**config.mk**
```make
export PLATFORM = sky130hd
export DESIGN_NAME = mbre_isqrt
export DESIGN_NICKNAME = d
export VERILOG_FILES = /design/src/hw/rtl/mean_baseline_rmse_evaluator_assert.svh /design/src/hw/rtl/mbre_pkg.sv /design/src/hw/rtl/mbre_isqrt.sv
export SDC_FILE = /design/constraint.sdc
export NUM_CORES = 1
export LEC_CHECK = 0
export ABC_AREA = 1
export ABC_CLOCK_PERIOD_IN_PS = 4700
export BUFFER_PORTS_ARGS = -buffer_cell sky130_fd_sc_hd__buf_4
export CAP_MARGIN = 25
export CORE_UTILIZATION = 40
export CTS_CLUSTER_DIAMETER = 150
export DETAILED_ROUTE_END_ITERATION = 12
export GPL_ROUTABILITY_DRIVEN = 0
export PLACE_DENSITY = 0.57
export SLEW_MARGIN = 20
export SYNTH_ARGS = -nofsm -noshare
export SYNTH_HDL_FRONTEND = slang
export SYNTH_SLANG_ARGS = --single-unit
```
**constraint.sdc**
```tcl
create_clock -name aclk -period 4.7 [get_ports aclk]
set_clock_uncertainty 0.15 [all_clocks]
set_input_delay 0 -clock aclk [delete_from_list [all_inputs] [get_ports aclk]]
set_output_delay 0 -clock aclk [all_outputs]
set_load 0.01 [all_outputs]
```
**src/hw/rtl/mean_baseline_rmse_evaluator_assert.svh**
```systemverilog
// Assertion macros shared by the evaluator RTL.
// No dependencies; included by files that carry concurrent checks.
`ifndef MEAN_BASELINE_RMSE_EVALUATOR_ASSERT_SVH
`define MEAN_BASELINE_RMSE_EVALUATOR_ASSERT_SVH

// same-cycle implication, disabled while reset is asserted
`define MBRE_ASSERT_IMP(lbl, clk, rstn, ante, cons) \
    lbl: assert property (@(posedge clk) disable iff (!(rstn)) (ante) |-> (cons)) \
        else $error("mbre assertion failed");

// next-cycle implication
`define MBRE_ASSERT_NXT(lbl, clk, rstn, ante, cons) \
    lbl: assert property (@(posedge clk) disable iff (!(rstn)) (ante) |=> (cons)) \
        else $error("mbre assertion failed");

`endif

```
**src/hw/rtl/mbre_pkg.sv**
```systemverilog
// Shared types and constants for the mean baseline RMSE evaluator.
// No dependencies.
package mbre_pkg;

    localparam int KIND_W   = 2;
    localparam int UID_W    = 10;
    localparam int MID_W    = 11;
    localparam int RAT_W    = 3;
    localparam int ENTRY_W  = UID_W + MID_W + RAT_W;
    localparam int RMSE_W   = 16;
    localparam int TCNT_W   = 16;
    localparam int STAT_W   = 2;
    localparam int MODE_W   = 2;
    localparam int OUT_FRAC = 12;
    // scaled mean square is always below 2^30 (errors stay below 8.0)
    localparam int MS_W     = 30;
    localparam int RT_W     = MS_W / 2;

    typedef enum logic [KIND_W-1:0] {
        KIND_TRAIN  = 2'd0,
        KIND_TEST   = 2'd1,
        KIND_FINISH = 2'd2,
        KIND_CLEAR  = 2'd3
    } kind_t;

    localparam logic [MODE_W-1:0] MODE_GLOBAL = 2'd0;
    localparam logic [MODE_W-1:0] MODE_USER   = 2'd1;
    localparam logic [MODE_W-1:0] MODE_MOVIE  = 2'd2;

    localparam logic [STAT_W-1:0] STAT_OK       = 2'd0;
    localparam logic [STAT_W-1:0] STAT_NO_TRAIN = 2'd1;
    localparam logic [STAT_W-1:0] STAT_NO_TEST  = 2'd2;
    localparam logic [STAT_W-1:0] STAT_DROPPED  = 2'd3;

    typedef enum logic [4:0] {
        ST_CLEAR,
        ST_IDLE,
        ST_TRAIN_WR,
        ST_GDIV,
        ST_FB_RDT,
        ST_FB_RDM,
        ST_FB_ACC,
        ST_FB_END,
        ST_FB_DIV,
        ST_SEEN_CLR,
        ST_EV_RDT,
        ST_EV_RDM,
        ST_EV_PRED,
        ST_EV_DIV,
        ST_EV_DIFF,
        ST_EV_MUL,
        ST_EV_ACC,
        ST_MS_START,
        ST_MS_DIV,
        ST_SQRT,
        ST_EMIT
    } state_t;

    typedef struct packed {
        logic user_we;
        logic movie_we;
        logic seen_we;
        logic seen_val;
    } tbl_ctl_t;

endpackage

```
**src/hw/rtl/mbre_isqrt.sv**
```systemverilog
// Digit-by-digit integer square root (floor), one root bit per cycle.
// Depends on mbre_pkg for the operand widths.
module mbre_isqrt (
    input  logic                     aclk,
    input  logic                     aresetn,
    input  logic                     start,
    input  logic [mbre_pkg::MS_W-1:0] value,
    output logic                     done,
    output logic [mbre_pkg::RT_W-1:0] root
);
    localparam int RW   = mbre_pkg::RT_W;
    localparam int SC_W = $clog2(RW + 1);

    logic                      busy_reg;
    logic                      done_reg;
    logic [SC_W-1:0]           cnt_reg;
    logic [mbre_pkg::MS_W-1:0] src_reg;
    logic [RW+1:0]             rem_reg;
    logic [RW-1:0]             root_reg;
    logic [RW+3:0]             rem_sh;
    logic [RW+3:0]             trial;

    assign rem_sh = {rem_reg, src_reg[mbre_pkg::MS_W-1 -: 2]};
    assign trial  = (RW+4)'({root_reg, 2'b01});

    always_ff @(posedge aclk) begin
        if (!aresetn) begin
            busy_reg <= 1'b0;
            done_reg <= 1'b0;
        end else begin
            done_reg <= 1'b0;
            if (start) begin
                busy_reg <= 1'b1;
                cnt_reg  <= SC_W'(RW);
                src_reg  <= value;
                rem_reg  <= '0;
                root_reg <= '0;
            end else if (busy_reg) begin
                src_reg <= {src_reg[mbre_pkg::MS_W-3:0], 2'b00};
                if (rem_sh >= trial) begin
                    rem_reg  <= (RW+2)'(rem_sh - trial);
                    root_reg <= {root_reg[RW-2:0], 1'b1};
                end else begin
                    rem_reg  <= (RW+2)'(rem_sh);
                    root_reg <= {root_reg[RW-2:0], 1'b0};
                end
                cnt_reg <= cnt_reg - SC_W'(1);
                if (cnt_reg == SC_W'(1)) begin
                    busy_reg <= 1'b0;
                    done_reg <= 1'b1;
                end
            end
        end
    end

    assign done = done_reg;
    assign root = root_reg;
endmodule

```
==> flow_metrics.env <==
export IMPL_ioPinCount=49
export IMPL_final_cells=736
export IMPL_maxCapViolCount=0
export IMPL_critPathCaptureType="flop"
export IMPL_htree_num_levels=3
export IMPL_whs_path_depth=2
export IMPL_min_from="start"
export IMPL_wirelength_mm=9.05
export IMPL_cp_slowest_cell="ha_1"
export IMPL_dr_max_layer_used="met4"
export IMPL_start_kind="flop"
export IMPL_slowest_delay_ns=0.37
export IMPL_slew_viol_final=0
export IMPL_placed_cells=690
export IMPL_hpwl_mm=6.26
export IMPL_port_buffers=48
export IMPL_seq_area_frac_synth_pct=49.1
export IMPL_clk_latency_ns=0.34
export IMPL_setup_viol_count_final=0
export IMPL_largest_reg_flops=30
export IMPL_cts_made_buffers=9
export IMPL_grt_pass1_wl_mm=15.2
export IMPL_die_w_um=103
export IMPL_die_area_um2=10700
export IMPL_setup_tns_ns=0
export IMPL_yosysWarnings=0
export IMPL_wl_met3_um=484
export IMPL_rrSetupSlack_ns=2.25
export IMPL_required_ns=4.66
export IMPL_power_leakage_uw=0.00256
export IMPL_tightest_slew_ns=0.647
export IMPL_yosysTopAreaCellShare_pct=48.2
export IMPL_fin_crit_ns=2.45
export IMPL_viasPerCell=4.64
export IMPL_worstReg2RegEnd="rem_reg[14]"
export IMPL_grt_pass1_vias=3278
export IMPL_drt_first_pass_iters=5
export IMPL_yosysTopAreaCell="edfxtp_1"
export IMPL_slew_headroom_pct=56.8
export IMPL_final_cell_mix="204 x nand2_1, 81 x inv_1, 66 x edfxtp_1, 53 x nor2_1, 51 x buf_4"
export IMPL_rr_worst_depth=14
export IMPL_hp_class="in2reg"
export IMPL_drc=0
export IMPL_max_freq_ghz=0.408
export IMPL_hold_viol=0
export IMPL_ant_nets=0
export IMPL_vdd_drop_max_mv=0.225
export IMPL_layout_commonest_cell="nand2_1"
export IMPL_drt_iter0_drc=138
export IMPL_cts_root_buf="clkbuf_8"
export IMPL_cts_sinks=68
export IMPL_cts_tree="yes"
export IMPL_critPathKind="reg2reg"
export IMPL_antenna_cells=0
export IMPL_clock_path_buffers=2
export IMPL_fin_hold_ws_ns=0.0418
export IMPL_yosys_register_bits=68
export IMPL_num_nets_final=651
export IMPL_num_vias=3413
export IMPL_syn_area_um2=4110
export IMPL_coreArea_um2=9860
export IMPL_r2r_start="root[10]"
export IMPL_wl_per_cell_um=12.3
export IMPL_antenna_found_initial=0
export IMPL_synth_cell_types=28
export IMPL_dp_slack_ns=2.26
export IMPL_met2_length_mm=4.14
export IMPL_placementRows=36
export IMPL_clk_pin_slew_ns=0.08
export IMPL_grt_setup_unrepaired="no"
export IMPL_initial_core_util_pct=41.7
export IMPL_min_to="root[2]"
export IMPL_netlist_top_cells_area="edfxtp_1 48%, nand2_1 19%, inv_1 7.4%"
export IMPL_crit_arrival_ns=2.41
export IMPL_synth_area_per_cell_um2=7.94
export IMPL_fin_ws_ns=2.25
export IMPL_synthCells=518
export IMPL_status="finished, final reports clean"
export IMPL_grt_max_degree=50
export IMPL_area_growth_pct=25.2
export IMPL_min_period_over_period_pct=52.2
export IMPL_cp_max_fo=15
export IMPL_crit_top_cell="nand2_1"
export IMPL_fp_dieH_um=103
export IMPL_grt_ovfl_total=0
export IMPL_drive_gt1_share_pct=13.4
export IMPL_cp_cell_sequence="inv_1, ha_1, nand2_1, nand2_1, nand2_1, nand2_1, nand2_1, nand2_1, nor2_4, nand2_4, nand2_1, nand2_1, nand2_1, inv_1"
export IMPL_globalRouteTotalUtil_pct=18.7
export IMPL_powerDensity_nw_per_um2=325
export IMPL_wl_met1_mm=4.20
export IMPL_synth_fp_nets=570
==> where the power goes <==
group          internal, µW  switching (µW)  leakage [µW]
registers               724            18.4      0.000653
logic                   158             239       0.00181
clock network           297             236      0.000102
total                  1180             493       0.00256
==> cell families (layout without fill, tap and decap cells) <==
family,count (synthesis),after routing,synth area share [%]
AND/OR/NAND/NOR,311,311,32.1
buffers and inverters,97,182,9.52
flip-flops,68,68,49.1
adder cells (fa/ha/maj),19,19,5.78
AO/OA/AOI/OAI,16,16,2.01
XOR/XNOR,7,7,1.49
==> per-stage QoR <==
step           cell area, µm²  utilization (%)  total power, µW
2_1_floorplan            4110                -             1030
3_3_place_gp             4600             46.6             1130
3_5_place_dp             4630             46.9             1130
4_1_cts                  5150             52.2             1680
5_1_grt                  5150             52.2             1770
6_report                 5150             52.2             1670
==> worst max-delay path by stage <==
stage                      from          end  slack (ns)  cells past startpoint
floorplan              busy_reg   cnt_reg[0]        0.44                      2
global placement          start  rem_reg[14]        2.22                      4
detailed placement  rem_reg[14]  rem_reg[14]        2.26                     10
CTS                 rem_reg[14]  rem_reg[14]        2.25                     10
global route           root[10]   rem_reg[7]        2.03                     13
finish                 root[10]  rem_reg[14]        2.25                     14
==> final cells by class <==
| cell class | count | area (µm²) |
|---|---|---|
| fillers | 937 | 4720 |
| flip-flops and latches | 68 | 2020 |
| inverters | 84 | 315 |
| repair buffers | 83 | 721 |
| well taps | 133 | 166 |
| clock buffers | 9 | 124 |
| multi-input cells | 353 | 1710 |
| clock inverters | 6 | 88.8 |
==> synthesized netlist by cell type <==
master      n
a21oi_1    12
xor2_1      7
nor2_2      2
buf_6       3
nor4_1      1
o21a_1      1
edfxtp_1   66
nand2_4     2
dfxtp_1     2
inv_2       3
nor3b_1     1
nor2_4      2
buf_1       3
nand3b_1   12
buf_2       1
ha_1       19
nand2_2     1
nor2_1     53
nand3_1    25
buf_4       1
nand4_1     3
nand3_2     1
and2_1      2
nand2_1   204
o21ai_0     3
nor3_2      2
clkbuf_1    5
inv_1      81
==> what timing repair did <==
action / in CTS / in global routing
hold endpoints to repair: 31 / 0
resized for setup: 0 / 0
hold buffers: 31 / 0
buffers inserted: 0 / 0
==> critical path: cells and delay by family (launching register included) <==
kind                     cells  cell delay, ns
adder cells (fa/ha/maj)      1            0.37
buffers and inverters        2            0.10
flip-flops                   1            0.35
AND/OR/NAND/NOR             11            1.24
==> routing by layer <==
metal,up-vias,GRT usage (%)
li1,1780,-
met1,1529,24.6
met2,87,29.4
met3,17,5.04
met4,0,7.26
met5,-,0
Power figures use the tool's default switching activity.
