## config.mk

```make
export PLATFORM = sky130hd
export DESIGN_NAME = mbre_div
export DESIGN_NICKNAME = d
export VERILOG_FILES = /design/src/hw/rtl/mean_baseline_rmse_evaluator_assert.svh /design/src/hw/rtl/mbre_div.sv
export SDC_FILE = /design/constraint.sdc
export NUM_CORES = 1
export LEC_CHECK = 0
export ABC_AREA = 1
export BUFFER_PORTS_ARGS = -buffer_cell sky130_fd_sc_hd__buf_4
export CORE_ASPECT_RATIO = 0.75
export CORE_MARGIN = 2
export CORE_UTILIZATION = 45
export DETAILED_ROUTE_END_ITERATION = 8
export GPL_TIMING_DRIVEN = 0
export PLACE_DENSITY = 0.75
export SLEW_MARGIN = 20
export SYNTH_ARGS = -nofsm -noshare
export SYNTH_HDL_FRONTEND = slang
export SYNTH_SLANG_ARGS = --single-unit
export TNS_END_PERCENT = 30
```

## constraint.sdc

```tcl
create_clock -name aclk -period 3 [get_ports aclk]
set_input_delay 0.6 -clock aclk [delete_from_list [all_inputs] [get_ports aclk]]
set_output_delay 0.6 -clock aclk [all_outputs]
set_load 0.01 [all_outputs]
```

## src/hw/rtl/mean_baseline_rmse_evaluator_assert.svh

```systemverilog
// Assertion macros shared by the evaluator RTL.
// No dependencies; included by files that carry concurrent checks.
`ifndef MEAN_BASELINE_RMSE_EVALUATOR_ASSERT_SVH
`define MEAN_BASELINE_RMSE_EVALUATOR_ASSERT_SVH

// same-cycle implication, disabled while reset is asserted
`define MBRE_ASSERT_IMP(lbl, clk, rstn, ante, cons) \
    lbl: assert property (@(posedge clk) disable iff (!(rstn)) (ante) |-> (cons)) \
        else $error("mbre assertion failed");

// next-cycle implication
`define MBRE_ASSERT_NXT(lbl, clk, rstn, ante, cons) \
    lbl: assert property (@(posedge clk) disable iff (!(rstn)) (ante) |=> (cons)) \
        else $error("mbre assertion failed");

`endif

```

## src/hw/rtl/mbre_div.sv

```systemverilog
// Iterative restoring divider, one quotient bit per cycle.
// Depends on nothing; shared by all means and the mean square.
module mbre_div #(
    parameter int DVD_W = 40,
    parameter int DVS_W = 18
) (
    input  logic             aclk,
    input  logic             aresetn,
    input  logic             start,
    input  logic [DVD_W-1:0] dividend,
    input  logic [DVS_W-1:0] divisor,
    output logic             busy,
    output logic             done,
    output logic [DVD_W-1:0] quotient
);
    localparam int DC_W = $clog2(DVD_W + 1);

    logic             busy_reg;
    logic             done_reg;
    logic [DC_W-1:0]  cnt_reg;
    logic [DVD_W-1:0] q_reg;
    logic [DVS_W-1:0] rem_reg;
    logic [DVS_W-1:0] dvs_reg;
    logic [DVS_W:0]   rem_sh;
    logic [DVS_W+1:0] trial;

    assign rem_sh = {rem_reg, q_reg[DVD_W-1]};
    assign trial  = {1'b0, rem_sh} - {2'b00, dvs_reg};

    always_ff @(posedge aclk) begin
        if (!aresetn) begin
            busy_reg <= 1'b0;
            done_reg <= 1'b0;
        end else begin
            done_reg <= 1'b0;
            if (start) begin
                busy_reg <= 1'b1;
                cnt_reg  <= DC_W'(DVD_W);
                q_reg    <= dividend;
                rem_reg  <= '0;
                dvs_reg  <= divisor;
            end else if (busy_reg) begin
                if (trial[DVS_W+1]) begin
                    rem_reg <= rem_sh[DVS_W-1:0];
                    q_reg   <= {q_reg[DVD_W-2:0], 1'b0};
                end else begin
                    rem_reg <= trial[DVS_W-1:0];
                    q_reg   <= {q_reg[DVD_W-2:0], 1'b1};
                end
                cnt_reg <= cnt_reg - DC_W'(1);
                if (cnt_reg == DC_W'(1)) begin
                    busy_reg <= 1'b0;
                    done_reg <= 1'b1;
                end
            end
        end
    end

    assign busy     = busy_reg;
    assign done     = done_reg;
    assign quotient = q_reg;
endmodule

```

==> qor.yml, run 1 <==
power:
  ir_drop_mv: 0.3565
  p_leak_nw: 2.855
  power_density_nw_per_um2: 617.9
  p_total_mw: 3.638
hold_path:
  min_delay_worst_endpoint: "dvs_reg[12]"
  hold_path.class: "in -> reg"
  holdPathStages: 1
  min-delay-start: "divisor[12]"
place:
  globalplace.congestion: 0.9029
  dp_hpwl_mm: 8.693
  pre_cts_slack_ns: 0.6999
  port_buffers: 102
sta:
  maxSlewViolCount: 0
  hold_viol_final: 0
  fin_skew_ns: 0.004331
  worstMarginPinSlew_ns: 0.8672
  timing.final.crit_period_ns: 2.384
  max_freq_mhz: 419.5
  period_share_pct: 79.46
  rsz0062_at_grt: "no"
  slew-limit-headroom_pct: 42.12
  finalSetupViolCount: 0
  fin_ws_ns: 0.6163
cts:
  cts_sinks: 84
  hold_buffers: 0
  h-tree-depth: 3
  cts_made_buffers: 9
  tritoncts: "done"
  postCtsResizedCells: 0
  clockBufferDepth: 2
  cts_root_buf: "clkbuf_16"
  cts.clk_slew.worst_paths_ns: 0.07
  clock_latency_ns: 0.34
  postCtsSetupBuffers: 0
final_layout:
  n_antenna_cell: 0
  drive_above_1_share_pct: 21.85
  layout.nets: 727
  final_util_pct: 60.00
  area_growth_pct: 27.88
  nFillCells: 858
  largest_reg_flops: 40
  seq_area_um2: 2502
  multi_input_area_um2: 1819
route:
  drt-initial-drc-count: 293
  vias: 3814
  final_antenna_net_count: 0
  drc: 0
  wl_per_cell_um: 14.73
  wl_mm: 11.52
  dr.pass1.iters: 4
  viasPerCell: 4.877
logic_synthesis:
  yosysSeqAreaShare_pct: 54.35
  synth_nets: 613
  synth_area_um2: 4604
  ys_ff_latch: 84
  synth_top_area_share_pct: 53.48
  async_flop_share_pct: 0
  ys_warn_count: 0
  synth.area.top_cells: "edfxtp_1, nand2_1, ha_1, inv_1, nor2_1"
  yosysMostFrequentCell: "nand2_1"
  ys.flop_type: "edfxtp_1"
  synth_edf_count: 82
  syn_inst: 531
  synth.avg_cell_area_um2: 8.671
  yosys-top-cells-count: "nand2_1, edfxtp_1, inv_1"
  synthDistinctLibCells: 33
  synth_top_cell_by_area: "edfxtp_1"
floorplanning:
  coreArea_um2: 9813
  die_h_um: 91.60
  rows: 31
  initial_core_util_pct: 46.92
  fp.dieArea_um2: 11070
  die_w_um: 120.8
  pin_count: 103
status:
  status: "complete, no violations"
global_route:
  grt_most_used_layer: "met2"
  use_met3_pct: 5.779
  grt_pass1_vias: 3764
  grt_max_degree: 38
  grt_pass1_wl_mm: 18.36
  use_met2_pct: 33.47
  met1_usage_pct: 29.35
  globalRouteOverflowTotal: 0
  antenna_found_initial: 0
  grt_use_total_pct: 21.73
setup_path:
  required_ns: 3.13
  cp_max_fo: 3
  crit_path_end_kind: "flop"
  timing.rr.start: "quotient[39]"
  cp-start-kind: "flop"
  ff2ff_setup_slack_ns: 0.62
  criticalPathCategory: "reg -> reg"
  cp_data_arrival_time_ns: 2.51
  reg2reg_depth: 12
  r2r-end: "rem_reg[8]"
  crit_start: "quotient[39]"
job:
  max_cap_violations: 0
## routing by layer
metal	vias to the layer above	share of wire, %
met2	98	46
met3	20	5.6
met5	-	0
met4	0	2.1
li1	1937	-
met1	1759	46
## how the worst max path moves through the flow
| stage | to | depth (start not counted) | slack [ns] |
|---|---|---|---|
| 6_report | rem_reg[8] | 12 | 0.62 |
| 5_1_grt | rem_reg[8] | 12 | 0.55 |
| 4_1_cts | rem_reg[8] | 12 | 0.69 |
| 3_5_place_dp | rem_reg[8] | 12 | 0.70 |
| 3_3_place_gp | quotient[16] | 3 | -0.28 |
| 2_1_floorplan | cnt_reg[0] | 2 | 0.53 |
## power by group
group          internal, mW  switching (mW)  total (mW)  leakage, nW
clock                 0.740           0.474        1.21        0.155
combinational         0.366           0.557       0.924         1.89
sequential             1.44          0.0589        1.50        0.810
total                  2.55            1.09        3.64         2.85
## area by class of cell
| type | instances | share of cell area, % |
|---|---|---|
| Sequential cell | 84 | 42.50 |
| Multi-Input combinational cell | 375 | 30.90 |
| Timing Repair Buffer | 103 | 13.34 |
| Clock buffer | 10 | 3.889 |
| Inverter | 58 | 3.697 |
| Tap cell | 132 | 2.805 |
| Clock inverter | 6 | 1.636 |
| Buffer | 14 | 1.232 |
## logic make-up (layout without fill, tap and decap cells)
logic type               after synthesis  after routing  synth area share [%]
flip-flops                            84             84                 54.35
buffers and inverters                 72            191                 6.304
XOR/XNOR                               9              9                 1.712
AO/OA/AOI/OAI                         36             36                 4.429
AND/OR/NAND/NOR                      309            309                 27.34
adder cells (fa/ha/maj)               21             21                 5.870
## worst max-delay path: stages (launching register included)
cell and delay (ns):
edfxtp_1 0.39, inv_1 0.11, ha_1 0.18, inv_1 0.09, fa_1 0.44, nand3_1 0.11, nand2_1 0.10, nand2_1 0.07
nand2_1 0.14, xnor2_1 0.16, nand2_1 0.06, nand2_1 0.04, nor2_1 0.28
## per-stage QoR
stage          instances  area, um2  hold slack [ns]  setup TNS, ns
6_report             782       5888           0.4342              0
2_1_floorplan        531       4604           0.4880              0
5_1_grt              782       5888           0.4136              0
3_3_place_gp         765       5535           0.4586         -17.89
4_1_cts              782       5888           0.4197              0
3_5_place_dp         766       5563           0.5336              0
## layout by cell type, fill, tap and decap left out, types with 3 or more instances in the layout
master,Yosys,layout
nand2_1,216,215
buf_4,1,103
edfxtp_1,82,82
inv_1,55,55
nor2_1,52,52
nand3_1,23,23
ha_1,20,20
a21oi_1,18,18
clkbuf_16,0,9
o21ai_0,7,7
buf_1,6,6
nand2_2,6,6
xnor2_1,6,6
clkbuf_1,4,5
inv_2,3,3
a21oi_2,3,3
o21ai_1,3,3
xor2_1,3,3
nand4_1,3,3
Power figures use the tool's default switching activity.
==> run 2, diff against run 1 <==
--- a/config.mk
+++ b/config.mk
@@ -5,14 +5,14 @@
 export SDC_FILE = /design/constraint.sdc
 export NUM_CORES = 1
 export LEC_CHECK = 0
-export ABC_AREA = 1
+export ABC_AREA = 0
 export BUFFER_PORTS_ARGS = -buffer_cell sky130_fd_sc_hd__buf_4
 export CORE_ASPECT_RATIO = 0.75
 export CORE_MARGIN = 2
 export CORE_UTILIZATION = 45
 export DETAILED_ROUTE_END_ITERATION = 8
 export GPL_TIMING_DRIVEN = 0
-export PLACE_DENSITY = 0.75
+export PLACE_DENSITY = 0.78
 export SLEW_MARGIN = 20
 export SYNTH_ARGS = -nofsm -noshare
 export SYNTH_HDL_FRONTEND = slang
==> constraint.sdc (replaced) <==
create_clock -name aclk -period 2 [get_ports aclk]
set_input_delay 0.4 -clock aclk [delete_from_list [all_inputs] [get_ports aclk]]
set_output_delay 0.4 -clock aclk [all_outputs]
set_load 0.01 [all_outputs]
==> run 2 against run 1 <==
The flow now finishes with violations (setup timing); count of clock-buffer cells in the layout down 1; sequential share of layout area down 2.4 points; die area up 1.2%; total power up 44%; sequential power up 46%; setup slack worse by 1.0 ns; critical path depth down 1; clock skew up 0.0028 ns; global-route usage down 2.1 points; wire length down 2.6%; sequential cell count unchanged; critical endpoint is now rem_reg[14].
==> qor.yml, run 2 <==
sta:
  timing.final.crit_period_ns: 2.415  # was 2.384 ns
  slew-limit-headroom_pct: 38.19  # was 42.12%
  rsz0062_at_grt: "yes"  # was no
  fin_skew_ns: 0.007094  # was 0.004331 ns
  maxSlewViolCount: 0  # unchanged
  max_freq_mhz: 414.0  # was 419.5 MHz
  fin_ws_ns: -0.4152  # was 0.6163 ns
  hold_viol_final: 0  # unchanged
  period_share_pct: 120.8  # was 79.46%
  finalSetupViolCount: 19  # was 0
  worstMarginPinSlew_ns: 0.9272  # was 0.8672 ns
job:
  max_cap_violations: 0  # unchanged
logic_synthesis:
  synth.area.top_cells: "edfxtp_1, mux2_2, ha_1, a21oi_1, inv_1"  # was edfxtp_1, nand2_1, ha_1, inv_1, nor2_1
  yosysSeqAreaShare_pct: 53.71  # was 54.35%
  ys.flop_type: "edfxtp_1"  # unchanged
  synth_top_area_share_pct: 52.85  # was 53.48%
  ys_warn_count: 0  # unchanged
  synth.avg_cell_area_um2: 12.39  # was 8.671 um2
  async_flop_share_pct: 0  # unchanged
  synth_area_um2: 4659  # was 4604 um2
  yosys-top-cells-count: "edfxtp_1, mux2_2, inv_1"  # was nand2_1, edfxtp_1, inv_1
  ys_ff_latch: 84  # unchanged
  syn_inst: 376  # was 531
  synth_top_cell_by_area: "edfxtp_1"  # unchanged
  synth_nets: 458  # was 613
  synth_edf_count: 82  # unchanged
  yosysMostFrequentCell: "edfxtp_1"  # was nand2_1
  synthDistinctLibCells: 56  # was 33
final_layout:
  final_util_pct: 61.37  # was 60.00%
  largest_reg_flops: 40  # unchanged
  stdcell_area_um2: 6241  # was 5888 um2
  final_cell_mix: "buf_4, edfxtp_1, mux2_2, inv_1, a21oi_1"  # was nand2_1, buf_4, edfxtp_1, inv_1, nor2_1
  drive_above_1_share_pct: 45.88  # was 21.85%
  final_cells: 646  # was 782
  n_antenna_cell: 0  # unchanged
  layout_commonest_cell: "buf_4"  # was nand2_1
  area_growth_pct: 33.94  # was 27.88%
  nFillCells: 795  # was 858
  layout.nets: 587  # was 727
setup_path:
  worstSetupPathDepth: 11  # was 12
  required_ns: 2.19  # was 3.13 ns
  crit_path_end_kind: "flop"  # unchanged
  criticalPathCategory: "reg -> reg"  # unchanged
  cp_data_arrival_time_ns: 2.60  # was 2.51 ns
  slowest_delay_ns: 0.40  # was 0.44 ns
  cp-start-kind: "flop"  # unchanged
  cp_cell_sequence: "inv_1 -> ha_2 -> inv_2 -> fa_2 -> a211oi_4 -> o211ai_2 -> buf_6 -> and3_1 -> a211oi_2 -> o21ai_1 -> a21oi_1"  # was inv_1 -> ha_1 -> inv_1 -> fa_1 -> nand3_1 -> nand2_1 -> nand2_1 -> nand2_1 -> xnor2_1 -> nand2_1 -> nand2_1 -> nor2_1
  timing.rr.start: "quotient[39]"  # unchanged
  ff2ff_setup_slack_ns: -0.42  # was 0.62 ns
  reg2reg_depth: 11  # was 12
  cp_max_fo: 4  # was 3
  path_delay_family: "compound AO/OA/AOI/OAI gates"  # was simple AND/OR/NAND/NOR gates
  critPathBufInv: 3  # was 2
  slowest_stage: "edfxtp_1"  # was fa_1
  r2r-end: "rem_reg[14]"  # was rem_reg[8]
cts:
  tritoncts: "done"  # unchanged
  cts_sinks: 84  # unchanged
  hold_buffers: 0  # unchanged
  cts_root_buf: "clkbuf_16"  # unchanged
  h-tree-depth: 3  # unchanged
  cts_made_buffers: 9  # unchanged
  clock_latency_ns: 0.35  # was 0.34 ns
  clockBufferDepth: 2  # unchanged
  cts.clk_slew.worst_paths_ns: 0.06  # was 0.07 ns
power:
  power.switching_mw: 1.512  # was 1.090 mW
  p_total_mw: 5.244  # was 3.638 mW
  p_leak_nw: 2.466  # was 2.855 nW
  ir_drop_mv: 0.5188  # was 0.3565 mV
  power_density_nw_per_um2: 840.2  # was 617.9 nW/um2
  clkPwrFrac_pct: 32.5  # was 33.4%
  p_seq_share_pct: 41.7  # was 41.3%
  power_frac_comb_pct: 25.8  # was 25.4%
  swShare_pct: 28.83  # was 29.96%
  p_int_mw: 3.732  # was 2.548 mW
status:
  status: "finished, violations left"  # was complete, no violations
  violations: "setup timing"
global_route:
  grt_pass1_wl_mm: 17.09  # was 18.36 mm
  globalRouteOverflowTotal: 0  # unchanged
  antenna_found_initial: 0  # unchanged
  grt_pass1_vias: 3464  # was 3764
  grt_use_total_pct: 19.67  # was 21.73%
  grt_max_degree: 39  # was 38
hold_path:
  min-delay-start: "divisor[10]"  # was divisor[12]
  holdPathStages: 1  # unchanged
  hold_path.class: "in -> reg"  # unchanged
  min_delay_worst_endpoint: "dvs_reg[10]"  # was dvs_reg[12]
place:
  pre_cts_slack_ns: -0.6133  # was 0.6999 ns
  dpl_cell_area_um2: 5615  # was 5563 um2
  globalplace.congestion: 0.9186  # was 0.9029
  dp_hpwl_mm: 7.655  # was 8.693 mm
  port_buffers: 101  # was 102
  dp.cells: 614  # was 766
floorplanning:
  rows: 32  # was 31
  die_h_um: 92.13  # was 91.60 um
  fp.dieArea_um2: 11190  # was 11070 um2
  die_w_um: 121.5  # was 120.8 um
  pin_count: 103  # unchanged
  initial_core_util_pct: 45.82  # was 46.92%
  coreArea_um2: 10170  # was 9813 um2
route:
  wl_mm: 11.22  # was 11.52 mm
  viasPerCell: 5.477  # was 4.877
  wl_per_cell_um: 17.36  # was 14.73 um
  final_antenna_net_count: 0  # unchanged
  dr.pass1.iters: 4  # unchanged
  drc: 0  # unchanged
  vias: 3538  # was 3814
  drt-initial-drc-count: 234  # was 293
[run 2: cell count changes in the layout (fill, tap and decap cells not counted), moves of 5 or more]
cell | before | now
a21oi_1 | 18 | 23
nor3_1 | 2 | 8
nor2_1 | 52 | 12
nand2_1 | 215 | 17
inv_1 | 55 | 24
buf_4 | 103 | 119
ha_1 | 20 | 13
mux2_2 | 0 | 39
a21o_1 | 1 | 6
ha_4 | 0 | 5
[run 2: power groups by stage]
stage               clock (mW)  sequential, mW  combinational [mW]
global placement             0            2.21                1.11
finish                    1.70            2.19                1.36
detailed placement           0            2.21                1.16
CTS                       1.72            2.18                1.20
global route              1.79            2.20                1.45
floorplan                    0            2.22               0.770
[run 2: worst max path at each step]
stage | startpoint | slack [ns] | endpoint
floorplan | quotient[39] | -0.39 | rem_reg[10]
global placement | quotient[39] | -0.54 | rem_reg[10]
detailed placement | quotient[39] | -0.61 | rem_reg[10]
CTS | quotient[39] | -0.40 | rem_reg[16]
global route | quotient[39] | -0.52 | rem_reg[16]
finish | quotient[39] | -0.42 | rem_reg[14]
[run 2: repair_timing]
item / CTS / global route
buffers inserted: 6 / 10
gates resized for setup: 8 / 35
setup endpoints to repair: 19 / 19
pin swaps: 12 / 18
[run 2: layout make-up]
type                    count  area, um2  share of cell area, %
flip-flops and latches     84       2502                  40.10
inverters                  27      101.3                  1.624
clock buffers               9      225.2                  3.609
clock inverters             7      75.07                  1.203
plain buffers              16      118.9                  1.905
multi-input cells         249       2146                  34.38
well taps                 136      170.2                  2.727
repair buffers            118      902.1                  14.45
[run 2: stage by stage]
step,hold WS (ns),setup TNS [ns]
2_1_floorplan,0.4710,-2.580
3_3_place_gp,0.4394,-38.16
3_5_place_dp,0.4771,-8.813
4_1_cts,0.2239,-6.220
5_1_grt,0.2203,-6.436
6_report,0.2273,-5.053
[run 2: logic make-up after synthesis]
family,Yosys count,synth area share [%]
mux,40,9.747
simple gates,84,9.775
buf+inv,43,4.431
fa+ha+maj,21,5.800
xor+xnor,14,2.632
compound gates,90,13.91
flops,84,53.71
[run 2: metal layers]
| metal | global-route usage (%) | part of all wire (%) | up-vias |
|---|---|---|---|
| met5 | 0 | 0 | - |
| met4 | 6.705 | 1.8 | 0 |
| met3 | 4.664 | 6.0 | 20 |
| met2 | 31.32 | 48 | 131 |
| met1 | 26.44 | 44 | 1716 |
| li1 | - | - | 1671 |
